==> src/hdl/pcm_pkg.sv <==
// pcm_pkg: shared types and constants for the pwm capture measurement block
// no dependencies; imported by pcm_engine and pwm_capture_measure

package pcm_pkg;

    // configuration port
    localparam int CFG_IDX_W  = 1;
    localparam int CFG_DATA_W = 27;

    localparam logic [CFG_IDX_W-1:0] REG_TICK_RATE  = 1'd0;
    localparam logic [CFG_IDX_W-1:0] REG_FULL_SCALE = 1'd1;

    localparam logic [26:0] TICK_RATE_RST  = 27'd2000000;
    localparam logic [7:0]  FULL_SCALE_RST = 8'd5;

    // event kinds
    localparam logic CMD_OVERFLOW = 1'b0;
    localparam logic CMD_CAPTURE  = 1'b1;

    // measurement phases
    localparam logic [1:0] PH_FIRST = 2'd0;
    localparam logic [1:0] PH_FALL  = 2'd1;
    localparam logic [1:0] PH_NEXT  = 2'd2;

    // iteration counts of the shared step unit
    localparam int DUTY_STEPS = 7;
    localparam int DIV_STEPS  = 17;
    localparam int SQRT_STEPS = 17;

    localparam logic [6:0] DUTY_SCALE = 7'd100;

    // engine sequencer
    typedef enum logic [2:0] {
        ES_IDLE,
        ES_PREP,
        ES_DUTY,
        ES_FREQ,
        ES_FRAC,
        ES_SQRT,
        ES_SCALE
    } t_eng_state;

    // measurement operands handed to the engine
    typedef struct packed {
        logic [31:0] high;
        logic [31:0] period;
    } t_eng_req;

    // derived values returned by the engine
    typedef struct packed {
        logic [6:0]  duty;
        logic [15:0] freq;
        logic [7:0]  veff;
    } t_eng_res;

endpackage

==> src/hdl/pcm_in_if.sv <==
// pcm_in_if: timer event channel (overflow or edge capture)
// standalone interface, no dependencies

interface pcm_in_if;
    logic        valid;
    logic        ready;
    logic        cmd;
    logic [15:0] capture_count;

    modport source (output valid, output cmd, output capture_count, input ready);
    modport sink   (input valid, input cmd, input capture_count, output ready);
endinterface

==> src/hdl/pcm_out_if.sv <==
// pcm_out_if: measurement result channel
// standalone interface, no dependencies

interface pcm_out_if;
    logic        valid;
    logic        ready;
    logic        arm_falling;
    logic        done_res;
    logic [31:0] high_ticks;
    logic [31:0] period_ticks;
    logic [6:0]  duty_percent;
    logic [15:0] frequency_hz;
    logic [7:0]  veff_volts;
    logic        error;

    modport source (
        output valid, output arm_falling, output done_res, output high_ticks,
        output period_ticks, output duty_percent, output frequency_hz,
        output veff_volts, output error, input ready
    );
    modport sink (
        input valid, input arm_falling, input done_res, input high_ticks,
        input period_ticks, input duty_percent, input frequency_hz,
        input veff_volts, input error, output ready
    );
endinterface

==> src/hdl/pcm_engine.sv <==
// pcm_engine: sequenced compare-subtract unit for duty, frequency and sqrt
// depends on pcm_pkg

module pcm_engine (
    input  logic              i_clk,
    input  logic              i_rst_n,
    input  logic              i_start,
    input  pcm_pkg::t_eng_req i_req,
    input  logic [26:0]       i_tick_rate,
    input  logic [7:0]        i_full_scale,
    output logic              o_busy,
    output pcm_pkg::t_eng_res o_res
);
    import pcm_pkg::*;

    t_eng_state r_state, n_state;
    logic [4:0]  r_cnt;
    logic [31:0] r_period;
    logic [31:0] r_h;
    logic [47:0] r_rem;
    logic [47:0] r_dsr;
    logic [16:0] r_quo;
    logic [33:0] r_root;
    logic [6:0]  r_duty;
    logic [15:0] r_freq;
    logic [7:0]  r_veff;

    logic        s_last;
    logic        s_sqrt;
    logic [47:0] s_b;
    logic [48:0] s_diff;
    logic        s_ge;
    logic [16:0] s_quo;
    logic [33:0] s_root;
    logic [24:0] s_prod;

    // next state
    always_comb begin
        n_state = r_state;
        unique case (r_state)
            ES_IDLE:  if (i_start) n_state = ES_PREP;
            ES_PREP:  n_state = ES_DUTY;
            ES_DUTY:  if (s_last) n_state = ES_FREQ;
            ES_FREQ:  if (s_last) n_state = ES_FRAC;
            ES_FRAC:  if (s_last) n_state = ES_SQRT;
            ES_SQRT:  if (s_last) n_state = ES_SCALE;
            ES_SCALE: n_state = ES_IDLE;
            default:  n_state = ES_IDLE;
        endcase
    end

    // sequencer outputs
    always_comb begin
        s_last = 1'b0;
        s_sqrt = 1'b0;
        o_busy = 1'b1;
        unique case (r_state) inside
            ES_IDLE:          o_busy = 1'b0;
            ES_DUTY:          s_last = (r_cnt == 5'(DUTY_STEPS - 1));
            ES_FREQ, ES_FRAC: s_last = (r_cnt == 5'(DIV_STEPS - 1));
            ES_SQRT: begin
                s_sqrt = 1'b1;
                s_last = (r_cnt == 5'(SQRT_STEPS - 1));
            end
            ES_PREP, ES_SCALE: ;
            default: o_busy = 1'b1;
        endcase
    end

    // shared compare-subtract unit
    always_comb begin
        s_b    = s_sqrt ? (r_dsr + {14'd0, r_root}) : r_dsr;
        s_diff = {1'b0, r_rem} - {1'b0, s_b};
        s_ge   = ~s_diff[48];
        s_quo  = {r_quo[15:0], s_ge};
        s_root = (r_root >> 1) + (s_ge ? r_dsr[33:0] : 34'd0);
        s_prod = {17'd0, i_full_scale} * {8'd0, r_root[16:0]};
    end

    // sequencer state and step counter
    always_ff @(posedge i_clk) begin
        if (!i_rst_n) begin
            r_state <= ES_IDLE;
            r_cnt   <= '0;
        end else begin
            r_state <= n_state;
            r_cnt   <= (n_state != r_state) ? 5'd0 : r_cnt + 5'd1;
        end
    end

    // datapath
    always_ff @(posedge i_clk) begin
        case (r_state)
            ES_IDLE: begin
                if (i_start) begin
                    r_period <= i_req.period;
                    r_h      <= (i_req.high > i_req.period) ? i_req.period : i_req.high;
                end
            end
            ES_PREP: begin
                r_rem <= {16'd0, r_h} * {41'd0, DUTY_SCALE};
                r_dsr <= {10'd0, r_period, 6'd0};
                r_quo <= '0;
            end
            ES_DUTY, ES_FREQ, ES_FRAC: begin
                if (s_last) begin
                    r_quo <= '0;
                    r_dsr <= {r_period, 16'd0};
                    if (r_state == ES_DUTY) begin
                        r_duty <= s_quo[6:0];
                        r_rem  <= {21'd0, i_tick_rate};
                    end else if (r_state == ES_FREQ) begin
                        r_freq <= s_quo[16] ? 16'hFFFF : s_quo[15:0];
                        r_rem  <= {r_h, 16'd0};
                    end else begin
                        // fraction q in Q1.16, root of q << 16 next
                        r_rem  <= {15'd0, s_quo, 16'd0};
                        r_root <= '0;
                        r_dsr  <= 48'h0001_0000_0000;
                    end
                end else begin
                    if (s_ge) r_rem <= s_diff[47:0];
                    r_quo <= s_quo;
                    r_dsr <= r_dsr >> 1;
                end
            end
            ES_SQRT: begin
                if (s_ge) r_rem <= s_diff[47:0];
                r_root <= s_root;
                r_dsr  <= r_dsr >> 2;
            end
            ES_SCALE: r_veff <= s_prod[23:16];
            default: ;
        endcase
    end

    assign o_res.duty = r_duty;
    assign o_res.freq = r_freq;
    assign o_res.veff = r_veff;

endmodule

==> src/hdl/pwm_capture_measure.sv <==
// pwm_capture_measure: pwm input-capture phase tracking and result delivery
// depends on pcm_pkg, pcm_in_if, pcm_out_if and pcm_engine
//
//  port      dir  kind         contents
//  i_in      in   valid/ready  cmd, capture_count
//  o_out     out  valid/ready  arm_falling, done_res, high_ticks, period_ticks,
//                              duty_percent, frequency_hz, veff_volts, error
//  i_cfg_*   in   write only   tick_rate_hz (index 0), full_scale_volts (index 1)
//
// overflow events, first/falling captures and zero-period closing captures give a result
// beat in the cycle after acceptance; a closing capture with nonzero period gets its beat
// once the engine finishes: prep, 7 duty steps, 17 frequency, 17 fraction, 17 sqrt, scale
// the input is not ready while the engine runs or a result beat is stalled
// synchronous active-low reset restores phase, overflow count and register defaults

module pwm_capture_measure #(
    parameter int OVERFLOW_BITS = 16
) (
    input  logic                            i_clk,
    input  logic                            i_rst_n,
    input  logic                            i_cfg_we,
    input  logic [pcm_pkg::CFG_IDX_W-1:0]   i_cfg_idx,
    input  logic [pcm_pkg::CFG_DATA_W-1:0]  i_cfg_wdata,
    pcm_in_if.sink                          i_in,
    pcm_out_if.source                       o_out
);
    import pcm_pkg::*;

    localparam logic [OVERFLOW_BITS-1:0] OVF_MAX = '1;

    // control and configuration state
    logic [1:0]               r_phase;
    logic [15:0]              r_first;
    logic [31:0]              r_hstamp;
    logic [OVERFLOW_BITS-1:0] r_ovf;
    logic                     r_sat;
    logic [26:0]              r_tick;
    logic [7:0]               r_fs;
    logic                     r_busy;
    logic                     r_ovalid, n_ovalid;

    // output payload
    logic        r_arm;
    logic        r_done;
    logic [31:0] r_high;
    logic [31:0] r_period;
    logic [6:0]  r_duty;
    logic [15:0] r_freq;
    logic [7:0]  r_veff;
    logic        r_err;

    logic                     s_in_acc;
    logic                     s_cap;
    logic [31:0]              s_stamp;
    logic [31:0]              s_high;
    logic [31:0]              s_period;
    logic                     s_measure;
    logic                     s_eng_start;
    logic                     s_eng_busy;
    logic                     s_eng_fin;
    logic                     s_arm;
    logic [OVERFLOW_BITS-1:0] s_ovf_inc;
    t_eng_req                 s_req;
    t_eng_res                 s_res;

    assign i_in.ready = !r_busy && (!r_ovalid || o_out.ready);

    // event decode and stamps
    always_comb begin
        s_in_acc    = i_in.valid && i_in.ready;
        s_cap       = (i_in.cmd == CMD_CAPTURE);
        s_stamp     = {16'(r_ovf), i_in.capture_count};
        s_high      = r_hstamp - {16'd0, r_first};
        s_period    = s_stamp - {16'd0, r_first};
        s_measure   = s_in_acc && s_cap && (r_phase == PH_NEXT);
        s_eng_start = s_measure && (s_period != 32'd0);
        s_eng_fin   = r_busy && !s_eng_busy;
        s_ovf_inc   = r_ovf + OVERFLOW_BITS'(r_ovf != OVF_MAX);
        s_arm       = s_cap ? (r_phase != PH_FALL && r_phase != PH_NEXT)
                            : (r_phase == PH_FALL);
        s_req.high   = s_high;
        s_req.period = s_period;
    end

    // output beat valid
    always_comb begin
        if (s_in_acc && !s_eng_start) begin
            n_ovalid = 1'b1;
        end else if (s_eng_fin) begin
            n_ovalid = 1'b1;
        end else if (o_out.ready) begin
            n_ovalid = 1'b0;
        end else begin
            n_ovalid = r_ovalid;
        end
    end

    // phase tracking, overflow count, configuration
    always_ff @(posedge i_clk) begin
        if (!i_rst_n) begin
            r_phase  <= PH_FIRST;
            r_first  <= '0;
            r_hstamp <= '0;
            r_ovf    <= '0;
            r_sat    <= 1'b0;
            r_tick   <= TICK_RATE_RST;
            r_fs     <= FULL_SCALE_RST;
            r_busy   <= 1'b0;
            r_ovalid <= 1'b0;
        end else begin
            r_ovalid <= n_ovalid;
            if (s_eng_start) begin
                r_busy <= 1'b1;
            end else if (s_eng_fin) begin
                r_busy <= 1'b0;
            end
            if (i_cfg_we) begin
                unique case (i_cfg_idx)
                    REG_TICK_RATE:  r_tick <= i_cfg_wdata;
                    REG_FULL_SCALE: r_fs   <= i_cfg_wdata[7:0];
                    default: ;
                endcase
            end
            if (s_in_acc) begin
                if (!s_cap) begin
                    r_ovf <= s_ovf_inc;
                    if (s_ovf_inc == OVF_MAX) r_sat <= 1'b1;
                end else begin
                    case (r_phase)
                        PH_FALL: begin
                            r_hstamp <= s_stamp;
                            r_phase  <= PH_NEXT;
                        end
                        PH_NEXT: begin
                            r_ovf   <= '0;
                            r_sat   <= 1'b0;
                            r_phase <= PH_FIRST;
                        end
                        default: begin
                            // first rising edge, also the unused phase code
                            r_first <= i_in.capture_count;
                            r_ovf   <= '0;
                            r_sat   <= 1'b0;
                            r_phase <= PH_FALL;
                        end
                    endcase
                end
            end
        end
    end

    // result payload
    always_ff @(posedge i_clk) begin
        if (s_in_acc) begin
            r_arm    <= s_arm;
            r_done   <= s_measure;
            r_high   <= s_measure ? s_high : 32'd0;
            r_period <= s_measure ? s_period : 32'd0;
            r_err    <= s_measure && (s_period == 32'd0 || r_sat);
            r_duty   <= '0;
            r_freq   <= '0;
            r_veff   <= '0;
        end else if (s_eng_fin) begin
            r_duty <= s_res.duty;
            r_freq <= s_res.freq;
            r_veff <= s_res.veff;
        end
    end

    // shared divide and square root engine
    pcm_engine u_engine (
        .i_clk        (i_clk),
        .i_rst_n      (i_rst_n),
        .i_start      (s_eng_start),
        .i_req        (s_req),
        .i_tick_rate  (r_tick),
        .i_full_scale (r_fs),
        .o_busy       (s_eng_busy),
        .o_res        (s_res)
    );

    assign o_out.valid        = r_ovalid;
    assign o_out.arm_falling  = r_arm;
    assign o_out.done_res     = r_done;
    assign o_out.high_ticks   = r_high;
    assign o_out.period_ticks = r_period;
    assign o_out.duty_percent = r_duty;
    assign o_out.frequency_hz = r_freq;
    assign o_out.veff_volts   = r_veff;
    assign o_out.error        = r_err;

    // checks
    a_start_idle: assert property (@(posedge i_clk) disable iff (!i_rst_n)
        s_eng_start |-> !r_busy && !s_eng_busy)
        else $error("engine started while a measurement is in progress");

    a_busy_no_beat: assert property (@(posedge i_clk) disable iff (!i_rst_n)
        r_busy |-> !r_ovalid)
        else $error("result beat pending while engine runs");

    a_stall_hold: assert property (@(posedge i_clk) disable iff (!i_rst_n)
        r_ovalid && !o_out.ready |=> r_ovalid && $stable(r_high) && $stable(r_duty))
        else $error("stalled result beat changed");

    a_zero_period: assert property (@(posedge i_clk) disable iff (!i_rst_n)
        r_ovalid && r_done && r_period == 32'd0 |-> r_err)
        else $error("zero period without error flag");

endmodule
==> src/flat_wrapper.sv <==
// flat-port wrapper written by rule: the top's interface ports become plain ports
module pwm_capture_measure_flat import pcm_pkg::*;
#(
    parameter int OVERFLOW_BITS = 16
)
  (i_clk, i_rst_n, i_cfg_we, i_cfg_idx, i_cfg_wdata, i_in_valid, i_in_cmd, i_in_capture_count, i_in_ready, o_out_valid, o_out_arm_falling, o_out_done_res, o_out_high_ticks, o_out_period_ticks, o_out_duty_percent, o_out_frequency_hz, o_out_veff_volts, o_out_error, o_out_ready);
  pcm_in_if i_in_i ();
  pcm_out_if o_out_i ();
  input  logic i_clk;
  input  logic i_rst_n;
  input  logic i_cfg_we;
  input  logic [pcm_pkg::CFG_IDX_W-1:0] i_cfg_idx;
  input  logic [pcm_pkg::CFG_DATA_W-1:0] i_cfg_wdata;
  input wire logic [$bits(i_in_i.valid)-1:0] i_in_valid;
  input wire logic [$bits(i_in_i.cmd)-1:0] i_in_cmd;
  input wire logic [$bits(i_in_i.capture_count)-1:0] i_in_capture_count;
  output wire logic [$bits(i_in_i.ready)-1:0] i_in_ready;
  output wire logic [$bits(o_out_i.valid)-1:0] o_out_valid;
  output wire logic [$bits(o_out_i.arm_falling)-1:0] o_out_arm_falling;
  output wire logic [$bits(o_out_i.done_res)-1:0] o_out_done_res;
  output wire logic [$bits(o_out_i.high_ticks)-1:0] o_out_high_ticks;
  output wire logic [$bits(o_out_i.period_ticks)-1:0] o_out_period_ticks;
  output wire logic [$bits(o_out_i.duty_percent)-1:0] o_out_duty_percent;
  output wire logic [$bits(o_out_i.frequency_hz)-1:0] o_out_frequency_hz;
  output wire logic [$bits(o_out_i.veff_volts)-1:0] o_out_veff_volts;
  output wire logic [$bits(o_out_i.error)-1:0] o_out_error;
  input wire logic [$bits(o_out_i.ready)-1:0] o_out_ready;
  assign i_in_i.valid = i_in_valid;
  assign i_in_i.cmd = i_in_cmd;
  assign i_in_i.capture_count = i_in_capture_count;
  assign i_in_ready = i_in_i.ready;
  assign o_out_valid = o_out_i.valid;
  assign o_out_arm_falling = o_out_i.arm_falling;
  assign o_out_done_res = o_out_i.done_res;
  assign o_out_high_ticks = o_out_i.high_ticks;
  assign o_out_period_ticks = o_out_i.period_ticks;
  assign o_out_duty_percent = o_out_i.duty_percent;
  assign o_out_frequency_hz = o_out_i.frequency_hz;
  assign o_out_veff_volts = o_out_i.veff_volts;
  assign o_out_error = o_out_i.error;
  assign o_out_i.ready = o_out_ready;
  pwm_capture_measure #(.OVERFLOW_BITS(OVERFLOW_BITS)) u_core (.i_clk(i_clk), .i_rst_n(i_rst_n), .i_cfg_we(i_cfg_we), .i_cfg_idx(i_cfg_idx), .i_cfg_wdata(i_cfg_wdata), .i_in(i_in_i), .o_out(o_out_i));
endmodule
==> config.mk <==
export PLATFORM = sky130hd
export DESIGN_NAME = pwm_capture_measure_flat
export DESIGN_NICKNAME = d
export VERILOG_FILES = /design/src/hdl/pcm_pkg.sv /design/src/hdl/pcm_in_if.sv /design/src/hdl/pcm_out_if.sv /design/src/hdl/pcm_engine.sv /design/src/hdl/pwm_capture_measure.sv /design/src/flat_wrapper.sv
export SDC_FILE = /design/constraint.sdc
export NUM_CORES = 2
export LEC_CHECK = 0
export ABC_CLOCK_PERIOD_IN_PS = 12000
export BUFFER_PORTS_ARGS = -buffer_cell sky130_fd_sc_hd__buf_4
export CAP_MARGIN = 20
export CORE_UTILIZATION = 42
export CTS_BUF_LIST = sky130_fd_sc_hd__clkbuf_2 sky130_fd_sc_hd__clkbuf_4 sky130_fd_sc_hd__clkbuf_8
export DETAILED_ROUTE_END_ITERATION = 10
export GPL_ROUTABILITY_DRIVEN = 0
export GPL_TIMING_DRIVEN = 0
export PLACE_DENSITY = 0.68
export SLEW_MARGIN = 10
export SYNTH_ARGS = -nofsm -noshare
export SYNTH_HDL_FRONTEND = slang
export SYNTH_SLANG_ARGS = --single-unit
==> constraint.sdc <==
create_clock -name i_clk -period 12 [get_ports i_clk]
set_input_delay 1.8 -clock i_clk [delete_from_list [all_inputs] [get_ports i_clk]]
set_output_delay 1.8 -clock i_clk [all_outputs]
set_load 0.1 [all_outputs]
# Yosys cells after proc, flatten, opt, wreduce, memory -nomap -nowiden
# Cells that the tools add are included.
# totals
register_bits	451
inputBits	50
elab_cells	138
# op_classes
addsub	7
multipliers	2
n_lt_le_gt_ge	1
n_eq_ne	19
n_mux	38
bitwise	5
n_reduce_logical	38
# ops
operator	n
$mux W48	8
$pmux W48 S3	2
$mux W34	4
$pmux W34 S2	1
$sub A32 B16 Y32	2
$sub A48 B48 Y49	1
$add A48 B34 Y48	1
$mux W16	3
$mul A32 B5 Y37 const B	1
$add A33 B34 Y34	1
$gt A32 B32 Y1	1
$logic_not A32 Y1	1
$mux W32	1
$pmux W16 S2	1
$reduce_bool A32 Y1	1
$mul A8 B17 Y24	1
$pmux W3 S6	1
$add A16 B1 Y16	1
$eq A16 B16 Y1 const B	1
$ne A16 B16 Y1 const B	1
$mux W3	5
$reduce_and A3 Y1	4
$mux W1	10
$ne A2 B2 Y1 const B	5
23 further kinds	52

# Longest topological paths before layout
# depth
depth_word	11
ltp_mapped	39
depth_no_buf	36

# By module
# From an unflattened synthesis, not the netlist that was laid out.
# hier_totals
cells_unflattened	3992
area_unflattened_um2	35855.6
# modules_own_cells
module	instances	cells_each	area_each_um2	seq_area_each_um2
pcm_engine	1	2761	25154.1	7397.1
pwm_capture_measure	1	1231	10701.5	4714.5

# Worst setup path after synthesis
# No wires, ideal clock.
# synth_timing
path_type	input to register
startpoint	in i_in_capture_count[0]
endpoint	reg u_core.u_engine.r_h[0] (enable)
setup_time_ps	644
arrival_time_ps	10424
t_required_ps	11356
setup_slack_ps	932
path_stages	14
cell_sequence	inv_1 > ha_1 > inv_1 > fa_1 > a21o_1 > a31o_2 > a21oi_2 > o211ai_1 > a2111oi_0 > xnor2_1 > and4_1 > nand4bb_1 > o21ai_0 > nor4_1
# synth_via
elab_chain_cells	4
# synth_lines
element	line	source
start, declared	flat_wrapper.sv:16	input wire logic [$bits(i_in_i.capture_count)-1:0] i_in_capture_count;
$sub A32 B16 Y32	pwm_capture_measure.sv:74	s_period = s_stamp - {16'd0, r_first};
$reduce_bool A32 Y1	pwm_capture_measure.sv:76	s_eng_start = s_measure && (s_period != 32'd0);
$logic_and A1 B1 Y1	pwm_capture_measure.sv:76	
$reduce_and A2 Y1 (no line)	--	
end signal, assigned	pcm_engine.sv:97	r_h <= (i_req.high > i_req.period) ? i_req.period : i_req.high;
end, declared	pcm_engine.sv:19	logic [31:0] r_h;
# Every way passes these cells.
# A chain may end at the register's enable or synchronous reset.

# Final worst setup path
# layout_timing
startpoint	reg u_core.u_engine.r_root[2]
endpoint	reg u_core.u_engine.r_root[32], data pin
# layout_via
elab_chain_cells	6
# layout_lines
element	line	source
start, declared	pcm_engine.sv:23	logic [33:0] r_root;
start signal, assigned	pcm_engine.sv:129	r_root <= s_root;
$add A48 B34 Y48	pcm_engine.sv:72	s_b = s_sqrt ? (r_dsr + {14'd0, r_root}) : r_dsr;
$mux W48	pcm_engine.sv:72	
$sub A48 B48 Y49	pcm_engine.sv:73	s_diff = {1'b0, r_rem} - {1'b0, s_b};
$mux W34	pcm_engine.sv:76	s_root = (r_root >> 1) + (s_ge ? r_dsr[33:0] : 34'd0);
$add A33 B34 Y34 *	pcm_engine.sv:76	
$pmux W34 S2 *	pcm_engine.sv:93	case (r_state)
# Mark *: on every way between the ends. The rest lies on a longest branch, timed or not.

==> key figures <==
Worst hold path
  • HP Class: reg -> reg
  • Startpoint of the worst hold path: u_core.o_out.frequency_hz[4]
  • Number of cells traversed by the worst hold path: 2
  • Endpoint, Worst Hold: u_core.o_out.frequency_hz[4]

Synthesis
  • Syn Area/Cell: 8.89 um^2
  • Cell type with the largest total area after synthesis: edfxtp_1
  • Mapped Nets: 4529
  • Yosys cell types: 83
  • Proportion of synthesized chip area in sequential cells: 33.8%
  • Main synth FF type: edfxtp_1
  • Number of warnings issued by yosys: 0
  • Most common cell in the synthesized netlist: nand2_1
  • Cell area after synthesis: 35900 um^2
  • Share of the synthesized area in the top cell type: 25.8%
  • Synthesis-stage register bit count: 451
  • Share of synthesized flip-flops with an asynchronous set or reset: 0%
  • Post-synthesis instance total: 4035
  • Commonest cells post-synth: 515 x nand2_1, 360 x inv_1, 324 x ha_1
  • Count of flip-flops with a built-in enable after synthesis: 308
  • Area contributors post-synth: edfxtp_1 26%, ha_1 11%, dfxtp_1 8.0%

Layout
  • Fill cell count: 8148
  • Share of final-layout standard cells stronger than drive strength 1: 8.74%
  • Layout Cells excl Fill: 5494
  • Layout Area Growth over Synthesis: 13.3%
  • Layout Nets: 4782

Clock tree
  • Sink count of the clock tree: 451
  • Clock transition at path regs: 0.06 ns
  • Clock tree from TritonCTS: done
  • Latest clock arrival within the worst-skew pair: 0.71 ns
  • Clock H-tree levels: 3
  • Root cell of the clock tree: clkbuf_8
  • Clock buffers created by TritonCTS: 85
  • Number of buffers inserted to repair setup after CTS: 0
  • Maximum number of buffers from clock root to sink: 3

Detailed routing
  • Detailed-route via count: 31200
  • DRT antenna net count: 0
  • Remaining routing DRC violations: 0
  • Total length of routed wires: 111000 um
  • First-pass DRT Iterations: 8
  • DR vias/cell: 5.67
  • Routed WL per cell: 20.2 um
  • Violation count after the first detailed-route iteration: 2762

GRT
  • Global Route Usage Sum: 25.1%
  • Largest net degree at the start of global routing: 56
  • Number of antenna violations at the first check in global routing: 2
  • Grt total ovfl: 0
  • First-pass GRT wire length: 168000 um
  • Number of global-route vias before repair: 29700

Worst setup path
  • Endpoint required time on the critical path: 12.54 ns
  • Cells on worst reg2reg path: 35
  • Worst reg2reg endpoint: u_core.u_engine.r_root[32]
  • Arrival time reported for the critical path endpoint: 11.71 ns
  • Slowest cell delay on critical path: 0.70 ns
  • Worst setup EP type: flop
  • Critical-path top delay cell: a2111oi_0
  • Slack of the worst reg-to-reg path: 0.83 ns
  • Maximum fanout along the worst path: 11
  • R2R Path Start: u_core.u_engine.r_root[2]
  • Critical Path Start Type: flop
  • Worst Setup Path Type: reg -> reg

Die
  • Chip width: 294 um
  • Placeable core region: 84100 um^2
  • Number of placed I/O pins: 150
  • Cell Rows: 106
  • Overall die height: 294 um
  • Effective utilization at floorplan: 42.7%
  • Area enclosed by the die boundary: 86600 um^2

STA
  • Final critical-path setup slack: 0.831 ns
  • Final worst path period share: 93.1%
  • Count of final setup violators: 0
  • Achievable frequency: 89.5 MHz
  • Worst Hold Slack: 0.452 ns
  • Worst-margin pin slew: 1.26 ns
  • Clock Skews: 0.0503 ns
  • Number of failing hold endpoints at the final stage: 0
  • Fin crit period: 11.17 ns
  • Slew Limit Fails: 0
  • Headroom to the max-slew limit: 15.9%
  • RSZ-0062 raised after global routing: no

Placement
  • Worst Setup Slack post-DPL: 0.524 ns
  • DP Cell Count: 5334
  • Number of I/O port buffers: 147
  • DP Wirelength: 88000 um

Job
  • Max Cap Violations: 0

Outcome
  • Result of the run: complete, no violations

Power and ir drop
  • Combinational share of power: 25.1%
  • Maximum vdd drop: 90.3 uV
  • Power density normalized to cell area: 114 nW/um^2
  • Sequential share of power: 37.5%
  • Reported net switching power: 1450 uW
  • Share of total power in the clock network: 37.3%
  • Standby leakage power: 0.0170 uW
  • Switching Share: 31.5%
  • Internal power: 3160 uW
-- cell families after synthesis --
kind of cell,Yosys count,synth area share (%)
AO/OA/AOI/OAI,1020,18.7
buffers and inverters,530,5.57
AND/OR/NAND/NOR,1342,17.6
multiplexers,60,1.74
adder cells (fa/ha/maj),444,18.0
XOR/XNOR,188,4.59
flip-flops,451,33.8
-- through the flow --
stage	setup TNS (ns)	util [%]	power (uW)	instance area [um^2]
global route	0	48.3	4850	40600
CTS	0	48.3	4650	40600
detailed placement	0	46.0	2920	38700
floorplan	0	-	2620	35900
finish	0	48.3	4620	40600
global placement	-143.28	45.7	2890	38400
-- layout make-up --
cell class	count	area, um^2	area share, %
timing repair buffer	166	1360	3.36
clock inverter	42	475	1.17
tap	1134	1420	3.49
antenna	1	2.50	0.00616
sequential	451	12100	29.8
clock buffer	116	1470	3.61
multi-input combinational	3054	21800	53.6
buffer	170	652	1.60
inverter	360	1350	3.33
-- state kept, by name, summed over array words and instances, names as in the netlist, 27 cells and up --
signal and cells:
u_core.o_out.high_ticks 32, u_core.u_engine.r_h 32, u_core.r_tick 27, u_core.u_engine.r_rem 48, u_core.o_out.period_ticks 32, u_core.u_engine.r_dsr 48, u_core.u_engine.r_period 32, u_core.u_engine.r_root 34
u_core.r_hstamp 32
-- critical path, delay by kind of cell (launching register included) --
kind | cells | cell delay, ns
compound gates | 16 | 5.09
xor+xnor | 1 | 0.29
fa+ha+maj | 3 | 1.08
buf+inv | 5 | 1.53
flops | 1 | 0.57
simple gates | 10 | 2.48
-- layer usage --
metal	track usage, %	vias to the layer above	part of all wire, %
met5	0	-	0
met2	41.1	1442	45
met4	11.8	0	5.5
met1	32.3	14600	41
met3	4.10	340	8.4
li1	-	14800	-
-- power by group through the flow --
stage               Combinational, uW  Sequential [uW]  Clock [uW]
global route                     1300             1730        1810
floorplan                         773             1840           0
global placement                 1120             1770           0
detailed placement               1150             1760           0
finish                           1160             1730        1720
CTS                              1160             1730        1750
-- what timing repair did --
action,in CTS,in global routing
resized for setup,0,2
setup endpoints to repair,0,2
hold buffers,0,0
-- layout by cell type, fill, tap and decap left out, types with 53 or more instances in the layout --
master    instances
fa_1            120
xnor2_1         102
dfxtp_1         143
nand3_1          67
ha_1            324
a21o_1           84
o21ai_0         192
a21boi_0         87
edfxtp_1        308
xor2_1           85
nand2_1         515
and3_1           53
inv_1           360
clkbuf_1        150
clkbuf_8         95
nor3_1           63
buf_4           154
a21oi_1         289
and2_1          119
nor2_1          303
-- worst max path at each step --
stage | to | cells after the start | start | slack [ns]
after floorplan | u_core.u_engine.r_h[0] | 14 | i_in_capture_count[0] | 0.93
after global placement | u_core.u_engine.r_h[1] | 15 | i_in_capture_count[0] | -2.25
after detailed placement | u_core.u_engine.r_root[32] | 37 | u_core.u_engine.r_root[0] | 0.52
after CTS | u_core.u_engine.r_root[33] | 38 | u_core.u_engine.r_root[0] | 0.49
after global routing | u_core.u_engine.r_root[33] | 38 | u_core.u_engine.r_root[8] | 0.12
final | u_core.u_engine.r_root[32] | 35 | u_core.u_engine.r_root[2] | 0.83
Power figures use the tool's default switching activity.
